--- src/rtl/sha1md_pkg.sv ---
package sha1md_pkg;

  typedef logic [31:0] word_t;

  typedef enum logic {
    OP_ABSORB,
    OP_FINISH
  } op_t;

  typedef struct packed {
    op_t        op;
    logic [7:0] data;
  } item_t;

  typedef struct packed {
    logic  valid;
    item_t item;
  } head_t;

  typedef enum logic [2:0] {
    ST_IDLE,
    ST_PAD,
    ST_LEN,
    ST_ROUND,
    ST_FOLD,
    ST_EMIT
  } state_t;

  typedef struct packed {
    logic  push_word;
    word_t word;
    logic  start;
    logic  step;
    logic  fold;
    logic  restart;
    logic  sha1;
  } round_ctl_t;

  typedef struct packed {
    logic last;
  } round_sts_t;

  localparam int DIGEST_WORDS = 5;
  localparam int LINE_WORDS   = 16;

  localparam logic [6:0] ROUND_LAST = 7'd79;
  localparam logic [6:0] ROUND_B1   = 7'd20;
  localparam logic [6:0] ROUND_B2   = 7'd40;
  localparam logic [6:0] ROUND_B3   = 7'd60;

  localparam word_t K0 = 32'h5A827999;
  localparam word_t K1 = 32'h6ED9EBA1;
  localparam word_t K2 = 32'h8F1BBCDC;
  localparam word_t K3 = 32'hCA62C1D6;

  localparam word_t INIT_H [DIGEST_WORDS] = '{
    32'h67452301, 32'hEFCDAB89, 32'h98BADCFE, 32'h10325476, 32'hC3D2E1F0
  };

  localparam logic [7:0] PAD_BYTE = 8'h80;
  localparam logic [5:0] LEN_POS  = 6'd56;
  localparam logic [5:0] LAST_POS = 6'h3F;
  localparam logic [2:0] LAST_IDX = 3'd4;

endpackage

--- src/rtl/sha1md_if.sv ---
interface sha1md_in_if;
  logic       valid;
  logic       ready;
  logic       action;
  logic [7:0] data_byte;
  modport source (output valid, action, data_byte, input ready);
  modport sink (input valid, action, data_byte, output ready);
endinterface

interface sha1md_out_if;
  logic        valid;
  logic        ready;
  logic [31:0] digest_word;
  logic [2:0]  word_index;
  logic        last;
  modport source (output valid, digest_word, word_index, last, input ready);
  modport sink (input valid, digest_word, word_index, last, output ready);
endinterface

interface sha1md_cfg_if;
  logic valid;
  logic ready;
  logic rotate_schedule;
  modport source (output valid, rotate_schedule, input ready);
  modport sink (input valid, rotate_schedule, output ready);
endinterface

--- src/rtl/sha1_message_digest_core.sv ---
// SHA-1 / SHA-0 digest core, fed one message byte per request. A small input queue takes
// requests while the engine works. Every 64th absorbed byte starts a compression: 80
// rounds of the single round unit, then the chaining add. A finish request pads one byte
// per cycle up to the length field, except while a full block is being compressed, runs
// one or two compressions, then presents the five digest words, one per cycle while
// out_rsp.ready is high, with last on word 4; the engine then returns to the initial
// chaining values. rotate_schedule (reset 1) selects SHA-1, 0 selects SHA-0; write it
// only while the core is idle.
module sha1_message_digest_core #(
  parameter int QUEUE_DEPTH = 2
) (
  input  logic         clk,
  input  logic         rst_n,
  sha1md_in_if.sink    in_req,
  sha1md_out_if.source out_rsp,
  sha1md_cfg_if.sink   cfg_wr
);
  import sha1md_pkg::*;

  head_t      head;
  logic       pop;
  round_ctl_t rctl;
  round_sts_t rsts;
  word_t      chain [DIGEST_WORDS];

  sha1md_front #(
    .QUEUE_DEPTH(QUEUE_DEPTH)
  ) u_front (
    .clk   (clk),
    .rst_n (rst_n),
    .in_req(in_req),
    .head  (head),
    .pop   (pop)
  );

  sha1md_ctrl u_ctrl (
    .clk    (clk),
    .rst_n  (rst_n),
    .head   (head),
    .pop    (pop),
    .cfg_wr (cfg_wr),
    .out_rsp(out_rsp),
    .rctl   (rctl),
    .rsts   (rsts),
    .chain  (chain)
  );

  sha1md_round u_round (
    .clk  (clk),
    .rst_n(rst_n),
    .rctl (rctl),
    .rsts (rsts),
    .chain(chain)
  );

endmodule

--- src/rtl/sha1md_front.sv ---
module sha1md_front #(
  parameter int QUEUE_DEPTH = 2
) (
  input  logic            clk,
  input  logic            rst_n,
  sha1md_in_if.sink       in_req,
  output sha1md_pkg::head_t head,
  input  logic            pop
);
  import sha1md_pkg::*;

  localparam int PTR_W = (QUEUE_DEPTH > 1) ? $clog2(QUEUE_DEPTH) : 1;
  localparam int CNT_W = $clog2(QUEUE_DEPTH + 1);
  localparam logic [PTR_W-1:0] PTR_LAST = PTR_W'(QUEUE_DEPTH - 1);
  localparam logic [CNT_W-1:0] CNT_FULL = CNT_W'(QUEUE_DEPTH);

  item_t            q_r [QUEUE_DEPTH];
  logic [PTR_W-1:0] wr_ptr_r, wr_ptr_nxt;
  logic [PTR_W-1:0] rd_ptr_r, rd_ptr_nxt;
  logic [CNT_W-1:0] cnt_r, cnt_nxt;
  logic             push;
  item_t            in_item;

  // classify the request
  always_comb begin
    in_item.op   = in_req.action ? OP_FINISH : OP_ABSORB;
    in_item.data = in_req.data_byte;
  end

  assign in_req.ready = (cnt_r != CNT_FULL);
  assign push         = in_req.valid && in_req.ready;
  assign head.valid   = (cnt_r != '0);
  assign head.item    = q_r[rd_ptr_r];

  always_comb begin
    wr_ptr_nxt = wr_ptr_r;
    rd_ptr_nxt = rd_ptr_r;
    cnt_nxt    = cnt_r;
    if (push) begin
      wr_ptr_nxt = (wr_ptr_r == PTR_LAST) ? '0 : wr_ptr_r + PTR_W'(1);
    end
    if (pop) begin
      rd_ptr_nxt = (rd_ptr_r == PTR_LAST) ? '0 : rd_ptr_r + PTR_W'(1);
    end
    case ({push, pop})
      2'b10: cnt_nxt = cnt_r + CNT_W'(1);
      2'b01: cnt_nxt = cnt_r - CNT_W'(1);
      default: cnt_nxt = cnt_r;
    endcase
  end

  always_ff @(posedge clk) begin
    if (!rst_n) begin
      wr_ptr_r <= '0;
      rd_ptr_r <= '0;
      cnt_r    <= '0;
    end else begin
      wr_ptr_r <= wr_ptr_nxt;
      rd_ptr_r <= rd_ptr_nxt;
      cnt_r    <= cnt_nxt;
    end
  end

  always_ff @(posedge clk) begin
    if (push) begin
      q_r[wr_ptr_r] <= in_item;
    end
  end

endmodule

--- src/rtl/sha1md_round.sv ---
module sha1md_round (
  input  logic                   clk,
  input  logic                   rst_n,
  input  sha1md_pkg::round_ctl_t rctl,
  output sha1md_pkg::round_sts_t rsts,
  output sha1md_pkg::word_t      chain [sha1md_pkg::DIGEST_WORDS]
);
  import sha1md_pkg::*;

  word_t      line_r  [LINE_WORDS];
  word_t      work_r  [DIGEST_WORDS];
  word_t      chain_r [DIGEST_WORDS];
  logic [6:0] rnd_r;

  word_t a, b, c, d, e;
  word_t w, x, new_w, line_in;
  word_t f, k, tmp;
  logic  shift_en;

  assign a = work_r[0];
  assign b = work_r[1];
  assign c = work_r[2];
  assign d = work_r[3];
  assign e = work_r[4];

  always_comb begin
    w     = line_r[0];
    x     = line_r[13] ^ line_r[8] ^ line_r[2] ^ line_r[0];
    new_w = rctl.sha1 ? {x[30:0], x[31]} : x;
    if (rnd_r < ROUND_B1) begin
      f = d ^ (b & (c ^ d));
      k = K0;
    end else if (rnd_r < ROUND_B2) begin
      f = b ^ c ^ d;
      k = K1;
    end else if (rnd_r < ROUND_B3) begin
      f = (b & c) | (d & (b | c));
      k = K2;
    end else begin
      f = b ^ c ^ d;
      k = K3;
    end
    tmp      = {a[26:0], a[31:27]} + f + e + k + w;
    line_in  = rctl.step ? new_w : rctl.word;
    shift_en = rctl.step || rctl.push_word;
  end

  assign rsts.last = (rnd_r == ROUND_LAST);
  assign chain     = chain_r;

  // schedule window: line_r[0] is the word of the current round
  always_ff @(posedge clk) begin
    if (shift_en) begin
      for (int i = 0; i < LINE_WORDS - 1; i++) begin
        line_r[i] <= line_r[i+1];
      end
      line_r[LINE_WORDS-1] <= line_in;
    end
  end

  always_ff @(posedge clk) begin
    if (rctl.start) begin
      work_r <= chain_r;
    end else if (rctl.step) begin
      work_r[0] <= tmp;
      work_r[1] <= a;
      work_r[2] <= {b[1:0], b[31:2]};
      work_r[3] <= c;
      work_r[4] <= d;
    end
  end

  always_ff @(posedge clk) begin
    if (!rst_n) begin
      rnd_r <= '0;
    end else if (rctl.start) begin
      rnd_r <= '0;
    end else if (rctl.step) begin
      rnd_r <= rnd_r + 7'd1;
    end
  end

  always_ff @(posedge clk) begin
    if (!rst_n || rctl.restart) begin
      chain_r <= INIT_H;
    end else if (rctl.fold) begin
      for (int i = 0; i < DIGEST_WORDS; i++) begin
        chain_r[i] <= chain_r[i] + work_r[i];
      end
    end
  end

endmodule

--- src/rtl/sha1md_ctrl.sv ---
module sha1md_ctrl (
  input  logic                   clk,
  input  logic                   rst_n,
  input  sha1md_pkg::head_t      head,
  output logic                   pop,
  sha1md_cfg_if.sink             cfg_wr,
  sha1md_out_if.source           out_rsp,
  output sha1md_pkg::round_ctl_t rctl,
  input  sha1md_pkg::round_sts_t rsts,
  input  sha1md_pkg::word_t      chain [sha1md_pkg::DIGEST_WORDS]
);
  import sha1md_pkg::*;

  state_t      state_r, state_nxt;
  state_t      ret_r, ret_nxt;
  logic [5:0]  pos_r, pos_nxt;
  logic [23:0] acc_r, acc_nxt;
  logic [60:0] cnt_r, cnt_nxt;
  logic        first_r, first_nxt;
  logic [2:0]  idx_r, idx_nxt;
  logic        sha1_r;
  logic        out_valid_r, out_valid_nxt;
  word_t       out_word_r, out_word_nxt;
  logic [2:0]  out_idx_r, out_idx_nxt;
  logic        out_last_r, out_last_nxt;

  logic        byte_go;
  logic [7:0]  byte_val;
  state_t      byte_ret;
  logic [63:0] len_bits;
  logic [2:0]  len_sel;

  assign cfg_wr.ready        = 1'b1;
  assign out_rsp.valid       = out_valid_r;
  assign out_rsp.digest_word = out_word_r;
  assign out_rsp.word_index  = out_idx_r;
  assign out_rsp.last        = out_last_r;

  assign len_bits = {cnt_r, 3'b000};
  assign len_sel  = 3'd7 - pos_r[2:0];

  always_comb begin
    state_nxt     = state_r;
    ret_nxt       = ret_r;
    pos_nxt       = pos_r;
    acc_nxt       = acc_r;
    cnt_nxt       = cnt_r;
    first_nxt     = first_r;
    idx_nxt       = idx_r;
    out_valid_nxt = out_valid_r && !out_rsp.ready;
    out_word_nxt  = out_word_r;
    out_idx_nxt   = out_idx_r;
    out_last_nxt  = out_last_r;
    pop           = 1'b0;
    rctl          = '0;
    rctl.sha1     = sha1_r;
    byte_go       = 1'b0;
    byte_val      = 8'h00;
    byte_ret      = ST_IDLE;

    case (state_r)
      ST_IDLE: begin
        if (head.valid) begin
          pop = 1'b1;
          if (head.item.op == OP_ABSORB) begin
            byte_go  = 1'b1;
            byte_val = head.item.data;
            byte_ret = ST_IDLE;
            cnt_nxt  = cnt_r + 61'd1;
          end else begin
            state_nxt = ST_PAD;
            first_nxt = 1'b1;
          end
        end
      end
      ST_PAD: begin
        if (first_r) begin
          byte_go   = 1'b1;
          byte_val  = PAD_BYTE;
          byte_ret  = ST_PAD;
          first_nxt = 1'b0;
        end else if (pos_r == LEN_POS) begin
          state_nxt = ST_LEN;
        end else begin
          byte_go  = 1'b1;
          byte_val = 8'h00;
          byte_ret = ST_PAD;
        end
      end
      ST_LEN: begin
        byte_go  = 1'b1;
        byte_val = len_bits[{len_sel, 3'b000} +: 8];
        byte_ret = ST_EMIT;
      end
      ST_ROUND: begin
        rctl.step = 1'b1;
        if (rsts.last) begin
          state_nxt = ST_FOLD;
        end
      end
      ST_FOLD: begin
        rctl.fold = 1'b1;
        state_nxt = ret_r;
      end
      ST_EMIT: begin
        if (!out_valid_r || out_rsp.ready) begin
          out_valid_nxt = 1'b1;
          out_word_nxt  = chain[idx_r];
          out_idx_nxt   = idx_r;
          out_last_nxt  = (idx_r == LAST_IDX);
          if (idx_r == LAST_IDX) begin
            idx_nxt      = '0;
            cnt_nxt      = '0;
            rctl.restart = 1'b1;
            state_nxt    = ST_IDLE;
          end else begin
            idx_nxt = idx_r + 3'd1;
          end
        end
      end
      default: begin
        state_nxt = ST_IDLE;
      end
    endcase

    // byte packer, most significant byte first
    if (byte_go) begin
      rctl.word      = {acc_r, byte_val};
      rctl.push_word = (pos_r[1:0] == 2'd3);
      acc_nxt        = {acc_r[15:0], byte_val};
      pos_nxt        = pos_r + 6'd1;
      if (pos_r == LAST_POS) begin
        rctl.start = 1'b1;
        state_nxt  = ST_ROUND;
        ret_nxt    = byte_ret;
      end
    end
  end

  always_ff @(posedge clk) begin
    if (!rst_n) begin
      state_r     <= ST_IDLE;
      ret_r       <= ST_IDLE;
      pos_r       <= '0;
      cnt_r       <= '0;
      first_r     <= 1'b0;
      idx_r       <= '0;
      out_valid_r <= 1'b0;
      sha1_r      <= 1'b1;
    end else begin
      state_r     <= state_nxt;
      ret_r       <= ret_nxt;
      pos_r       <= pos_nxt;
      cnt_r       <= cnt_nxt;
      first_r     <= first_nxt;
      idx_r       <= idx_nxt;
      out_valid_r <= out_valid_nxt;
      if (cfg_wr.valid && cfg_wr.ready) begin
        sha1_r <= cfg_wr.rotate_schedule;
      end
    end
  end

  always_ff @(posedge clk) begin
    acc_r      <= acc_nxt;
    out_word_r <= out_word_nxt;
    out_idx_r  <= out_idx_nxt;
    out_last_r <= out_last_nxt;
  end

endmodule

--- src/flat_wrapper.sv ---
// flat-port wrapper written by rule: the top's interface ports become plain ports
module sha1_message_digest_core_flat import sha1md_pkg::*;
#(
  parameter int QUEUE_DEPTH = 2
)
  (clk, rst_n, in_req_valid, in_req_action, in_req_data_byte, in_req_ready, out_rsp_valid, out_rsp_digest_word, out_rsp_word_index, out_rsp_last, out_rsp_ready, cfg_wr_valid, cfg_wr_rotate_schedule, cfg_wr_ready);
  sha1md_in_if in_req_i ();
  sha1md_out_if out_rsp_i ();
  sha1md_cfg_if cfg_wr_i ();
  input  logic clk;
  input  logic rst_n;
  input wire logic [$bits(in_req_i.valid)-1:0] in_req_valid;
  input wire logic [$bits(in_req_i.action)-1:0] in_req_action;
  input wire logic [$bits(in_req_i.data_byte)-1:0] in_req_data_byte;
  output wire logic [$bits(in_req_i.ready)-1:0] in_req_ready;
  output wire logic [$bits(out_rsp_i.valid)-1:0] out_rsp_valid;
  output wire logic [$bits(out_rsp_i.digest_word)-1:0] out_rsp_digest_word;
  output wire logic [$bits(out_rsp_i.word_index)-1:0] out_rsp_word_index;
  output wire logic [$bits(out_rsp_i.last)-1:0] out_rsp_last;
  input wire logic [$bits(out_rsp_i.ready)-1:0] out_rsp_ready;
  input wire logic [$bits(cfg_wr_i.valid)-1:0] cfg_wr_valid;
  input wire logic [$bits(cfg_wr_i.rotate_schedule)-1:0] cfg_wr_rotate_schedule;
  output wire logic [$bits(cfg_wr_i.ready)-1:0] cfg_wr_ready;
  assign in_req_i.valid = in_req_valid;
  assign in_req_i.action = in_req_action;
  assign in_req_i.data_byte = in_req_data_byte;
  assign in_req_ready = in_req_i.ready;
  assign out_rsp_valid = out_rsp_i.valid;
  assign out_rsp_digest_word = out_rsp_i.digest_word;
  assign out_rsp_word_index = out_rsp_i.word_index;
  assign out_rsp_last = out_rsp_i.last;
  assign out_rsp_i.ready = out_rsp_ready;
  assign cfg_wr_i.valid = cfg_wr_valid;
  assign cfg_wr_i.rotate_schedule = cfg_wr_rotate_schedule;
  assign cfg_wr_ready = cfg_wr_i.ready;
  sha1_message_digest_core #(.QUEUE_DEPTH(QUEUE_DEPTH)) u_core (.clk(clk), .rst_n(rst_n), .in_req(in_req_i), .out_rsp(out_rsp_i), .cfg_wr(cfg_wr_i));
endmodule
--- config.mk ---
export PLATFORM = sky130hd
export DESIGN_NAME = sha1_message_digest_core_flat
export DESIGN_NICKNAME = d
export VERILOG_FILES = /design/src/rtl/sha1md_pkg.sv /design/src/rtl/sha1md_if.sv /design/src/rtl/sha1_message_digest_core.sv /design/src/rtl/sha1md_front.sv /design/src/rtl/sha1md_round.sv /design/src/rtl/sha1md_ctrl.sv /design/src/flat_wrapper.sv
export SDC_FILE = /design/constraint.sdc
export NUM_CORES = 2
export LEC_CHECK = 0
export BUFFER_PORTS_ARGS = -buffer_cell sky130_fd_sc_hd__buf_4
export CORE_MARGIN = 3
export CORE_UTILIZATION = 35
export CTS_CLUSTER_SIZE = 30
export DETAILED_ROUTE_END_ITERATION = 6
export GPL_ROUTABILITY_DRIVEN = 1
export HOLD_SLACK_MARGIN = 0.1
export PLACE_DENSITY = 0.46
export SLEW_MARGIN = 20
export SYNTH_ARGS = -nofsm -noshare
export SYNTH_HDL_FRONTEND = slang
export SYNTH_SLANG_ARGS = --single-unit
--- constraint.sdc ---
create_clock -name clk -period 37.1 [get_ports clk]
set_input_delay 5.565 -clock clk [delete_from_list [all_inputs] [get_ports clk]]
set_output_delay 5.565 -clock clk [all_outputs]
set_load 0.05 [all_outputs]
==> flow_summary.rst <==
.. list-table::
   :header-rows: 1

   * - Metric
     - Value
   * - Status
     - finished clean
   * - Number of iterations in the first detailed-routing pass
     - 6
   * - Post-detailed-route count of antenna-violating nets
     - 0
   * - FF-to-FF setup slack
     - 29.43 ns
   * - First-pass GRT wire length
     - 208,000 um
   * - Setup repair after global routing missed its margin
     - false
   * - Number of placement rows
     - 137
   * - Buffer depth of the longest clock path
     - 3
   * - Power per Cell Area
     - 43.9 nW/um2
   * - Path category of the worst min-delay check
     - flop to flop
   * - Part of the power in the clock network
     - 45.1%
   * - Total Wirelength
     - ~140,000 um
   * - Syn nets
     - 4,655
   * - Clock insertion delay at the later pin of the skew report
     - 0.75 ns
   * - Biggest area contributors in the synthesized netlist
     - sky130_fd_sc_hd__edfxtp_1, sky130_fd_sc_hd__dfxtp_1, sky130_fd_sc_hd__nand2_1
   * - CTS Buf Count
     - 113
   * - Count of flip-flops with a built-in enable after synthesis
     - 750
   * - Hold_sp
     - u_core.u_round.line_r[0][51]$_DFFE_PP_
   * - Peak supply drop
     - 0.0399 mV
   * - Post-Synthesis Mean Instance Area
     - 11.5 um2
   * - Final Core Density
     - around two fifths
   * - Vertical die dimension
     - 383 um
   * - Top-level I/O count
     - 54
   * - Post-Syn Instances
     - between 4k and 5k
   * - GRT Residual Overflow
     - 0
   * - End point of the critical path
     - u_core.u_round.chain[137]$_SDFFE_PP1N_
   * - Hold_buf cts
     - 0
   * - Critical path data arrival time
     - 8.37 ns
   * - Final critical-path required period
     - 7.70 ns
   * - Max-slew violation count
     - 0
   * - Number of DRC markers after the initial detailed-route iteration
     - 2,767
   * - Starting utilization of the core area
     - between 30% and 40%
   * - Largest net degree at the start of global routing
     - 87
   * - Switching share of power
     - 22.9%
   * - Floorplan die area
     - 147,000 um2
   * - Number of hold violations in the final report
     - 0
   * - Via count of the first global-routing pass
     - 31.6k
   * - Number of gates resized after CTS
     - 0
   * - Fraction of layout instances using a drive strength above 1
     - between 8 and 9%
   * - Growth of design area from synthesis to finish
     - 12.4%
   * - Beginning of the critical path
     - out_rsp_ready
   * - Horiz. Die Dim
     - 383 um
   * - MaxCap Viol Count
     - 0
   * - Gp weighted congestion
     - 0.853
   * - Buffer count from post-CTS setup fixing
     - 0
   * - Wirelength per Cell
     - 22.0 um
   * - Nature of the critical path endpoint
     - flop
   * - Ratio of routed vias to standard cells
     - 5.09
   * - Skew final
     - 0.0364 ns
   * - Post-detailed-route DRC marker count
     - 0
   * - Clock Tree Root
     - sky130_fd_sc_hd__clkbuf_16
   * - Reg-to-reg critical path startpoint
     - u_core.u_round.rnd_r[2]$_SDFFE_PP0P_
   * - Number of warnings printed during yosys synthesis
     - 0
   * - Max frequency
     - 130 MHz
   * - Clock tree from TritonCTS
     - done
   * - Cell Area, Placed
     - 52,300 um2
   * - Depth of the worst register-to-register path
     - 24
   * - Fraction of post-synthesis cell area in the top cell type by area
     - 45.2%
   * - Largest area contributor in the netlist
     - sky130_fd_sc_hd__edfxtp_1
   * - Data required time at the worst endpoint
     - 37.76 ns
   * - DPL Wire Length
     - approximately 100,000 um
   * - Core region area
     - 140,000 um2
   * - Switching power
     - 0.562 mW
   * - Most common cell after layout, fill and taps aside
     - sky130_fd_sc_hd__edfxtp_1
   * - Sequential cell area fraction in the yosys report
     - 55.3%
   * - Final setup violation count
     - 0
   * - Final nets
     - between 4k and 5k
   * - Type of the worst setup path
     - input port to flop
   * - Summed area of non-filler cells in the final layout
     - about 56,000 um2
   * - Reg-to-reg critical path endpoint
     - u_core.u_round.a[13]$_DFFE_PP_
   * - Most frequent cells in the layout
     - sky130_fd_sc_hd__edfxtp_1, sky130_fd_sc_hd__nand2_1, sky130_fd_sc_hd__inv_1
   * - #FFs+latches synth
     - ~1.0k
   * - Primary flip-flop cell chosen by synthesis mapping
     - sky130_fd_sc_hd__edfxtp_1
   * - Final period utilization
     - between 20% and 30%
   * - Post-synth ARST share
     - 0%
   * - Clock net sink count
     - ~1k
   * - Crit path max fanout
     - 49
   * - Number of antenna violations at the first check in global routing
     - 7
   * - Via count
     - 32.3k
   * - Count of H-tree levels built during CTS
     - 3
   * - Mapped cell area
     - 49,800 um2
   * - Internal power
     - 1.89 mW
   * - Leakage power of the design
     - 21.0 nW
   * - Sum of negative setup slack
     - 0 ns
   * - Diode count
     - 0
   * - Least-Margin Pin Slew
     - 1.14 ns
   * - Post-synth cell types
     - 93
   * - Sequential fraction of design power
     - between 50% and 60%
   * - Input/output buffers
     - 52
   * - Max-slew headroom
     - 23.5%
   * - GRT Overall Usage
     - 18.9%
   * - Combinational share of power
     - 4.1%
   * - Clock transition at the registers of the reported paths
     - roughly 0.060 ns
   * - Startpoint kind of the worst setup timing path
     - input port
[registers in the layout, summed over array words and instances, names as in the netlist, 6 cells and up, named ones only]
name and cells:
u_core.u_ctrl.pos_r 6, u_core.u_round.b 32, u_core.u_ctrl.out_rsp.digest_word 32, u_core.u_front.q_r 18, u_core.u_ctrl.cnt_r 61, u_core.u_ctrl.acc_r 24, u_core.u_round.d 32, u_core.u_round.c 32
u_core.u_round.chain 160, u_core.u_round.a 32, u_core.u_round.rnd_r 7, u_core.u_round.line_r 512, u_core.u_round.e 32
[worst min-delay path by stage]
| stage | slack [ns] | to | cells past startpoint |
|---|---|---|---|
| 2_1_floorplan | 0.40 | u_core.u_round.line_r[0][0]$_DFFE_PP_ | 0 |
| 3_3_place_gp | 0.40 | u_core.u_round.line_r[0][181]$_DFFE_PP_ | 0 |
| 3_5_place_dp | 0.40 | u_core.u_round.line_r[0][115]$_DFFE_PP_ | 0 |
| 4_1_cts | 0.39 | u_core.u_round.line_r[0][19]$_DFFE_PP_ | 0 |
| 5_1_grt | 0.41 | u_core.u_round.line_r[1][18]$_DFFE_PP_ | 0 |
| 6_report | 0.39 | u_core.u_round.line_r[0][19]$_DFFE_PP_ | 0 |
[metal layers]
layer	global-route usage [%]	share of wire, %
met5	0	0
met4	5.49	2.5
met3	2.68	5.0
met2	28.6	44
met1	28.1	48
[cells by family (layout without fill, tap and decap cells)]
group,count (synthesis),after routing,synth area share [%]
AOI/OAI and AO/OA,850,850,11.1
buffers and inverters,448,597,3.41
and+or+nand+nor,1255,1255,11.0
muxes,124,124,3.67
adders and majority gates,323,323,10.0
other,1,1,0.00753
xor gates and xnor gates,316,316,5.56
DFF,1000,1000,55.3
[power by group through the flow]
stage,logic (mW),registers [mW],clock network [mW]
after detailed placement,0.104,1.27,0
final,0.101,1.25,1.11
after floorplan,0.0728,1.26,0
after global placement,0.103,1.27,0
after CTS,0.104,1.25,1.15
after global routing,0.113,1.25,1.19
[per-stage QoR]
stage               setup slack, ns  instances  total power [mW]  hold WS (ns)
floorplan                     23.06       4317              1.34         0.400
global placement              28.65       6127              1.37         0.400
detailed placement            28.61       6127              1.37         0.405
CTS                           29.29       6342              2.50         0.395
global route                  28.89       6342              2.55         0.408
finish                        29.40       6342              2.46         0.392
[area by class of cell]
cell class                      count  area, um2
Clock buffer                      152       3030
Clock inverter                     63        634
Fill cell                       13500      84400
Inverter                          291       1090
Multi-Input combinational cell   2869      20600
Sequential cell                  1000      27500
Tap cell                         1876       2350
Timing Repair Buffer               91        687
[critical path, stage by stage]
cell and delay, ns:
sky130_fd_sc_hd__buf_4 0.10, sky130_fd_sc_hd__nand2b_1 0.14, sky130_fd_sc_hd__nand3_1 0.21, sky130_fd_sc_hd__o21ai_4 0.83
sky130_fd_sc_hd__buf_4 0.51, sky130_fd_sc_hd__buf_4 0.71, sky130_fd_sc_hd__nor3_1 0.11, sky130_fd_sc_hd__a21oi_1 0.14
[synthesized netlist by cell type (6+ instances only)]
cell,instances
sky130_fd_sc_hd__o211ai_1,52
sky130_fd_sc_hd__mux4_2,45
sky130_fd_sc_hd__a31oi_1,15
sky130_fd_sc_hd__nor3b_1,6
sky130_fd_sc_hd__mux2i_1,62
sky130_fd_sc_hd__clkbuf_1,131
sky130_fd_sc_hd__o21ai_0,201
sky130_fd_sc_hd__xor2_1,137
sky130_fd_sc_hd__and4_1,8
sky130_fd_sc_hd__a31o_2,7
sky130_fd_sc_hd__buf_1,15
sky130_fd_sc_hd__or3_1,22
sky130_fd_sc_hd__inv_1,288
sky130_fd_sc_hd__a21o_1,81
sky130_fd_sc_hd__o21bai_1,16
sky130_fd_sc_hd__o22ai_1,9
sky130_fd_sc_hd__o21ai_1,27
sky130_fd_sc_hd__nand2_1,717
sky130_fd_sc_hd__edfxtp_1,750
sky130_fd_sc_hd__dfxtp_1,250
sky130_fd_sc_hd__a211oi_1,30
sky130_fd_sc_hd__mux2_2,17
sky130_fd_sc_hd__a21oi_1,238
sky130_fd_sc_hd__o31a_1,6
sky130_fd_sc_hd__nand3_1,70
sky130_fd_sc_hd__xnor2_1,179
sky130_fd_sc_hd__buf_2,10
sky130_fd_sc_hd__and3_1,28
sky130_fd_sc_hd__o31ai_1,14
sky130_fd_sc_hd__ha_1,198
sky130_fd_sc_hd__a22o_1,17
sky130_fd_sc_hd__nor2b_1,32
sky130_fd_sc_hd__nand2b_1,30
sky130_fd_sc_hd__nand3b_1,7
sky130_fd_sc_hd__a222oi_1,17
sky130_fd_sc_hd__o221a_2,14
sky130_fd_sc_hd__nand4_1,27
sky130_fd_sc_hd__fa_1,125
sky130_fd_sc_hd__nor3_1,39
sky130_fd_sc_hd__and2_1,24
sky130_fd_sc_hd__nor2_1,222
sky130_fd_sc_hd__o21a_1,28
(Power assumes the default switching activity.)
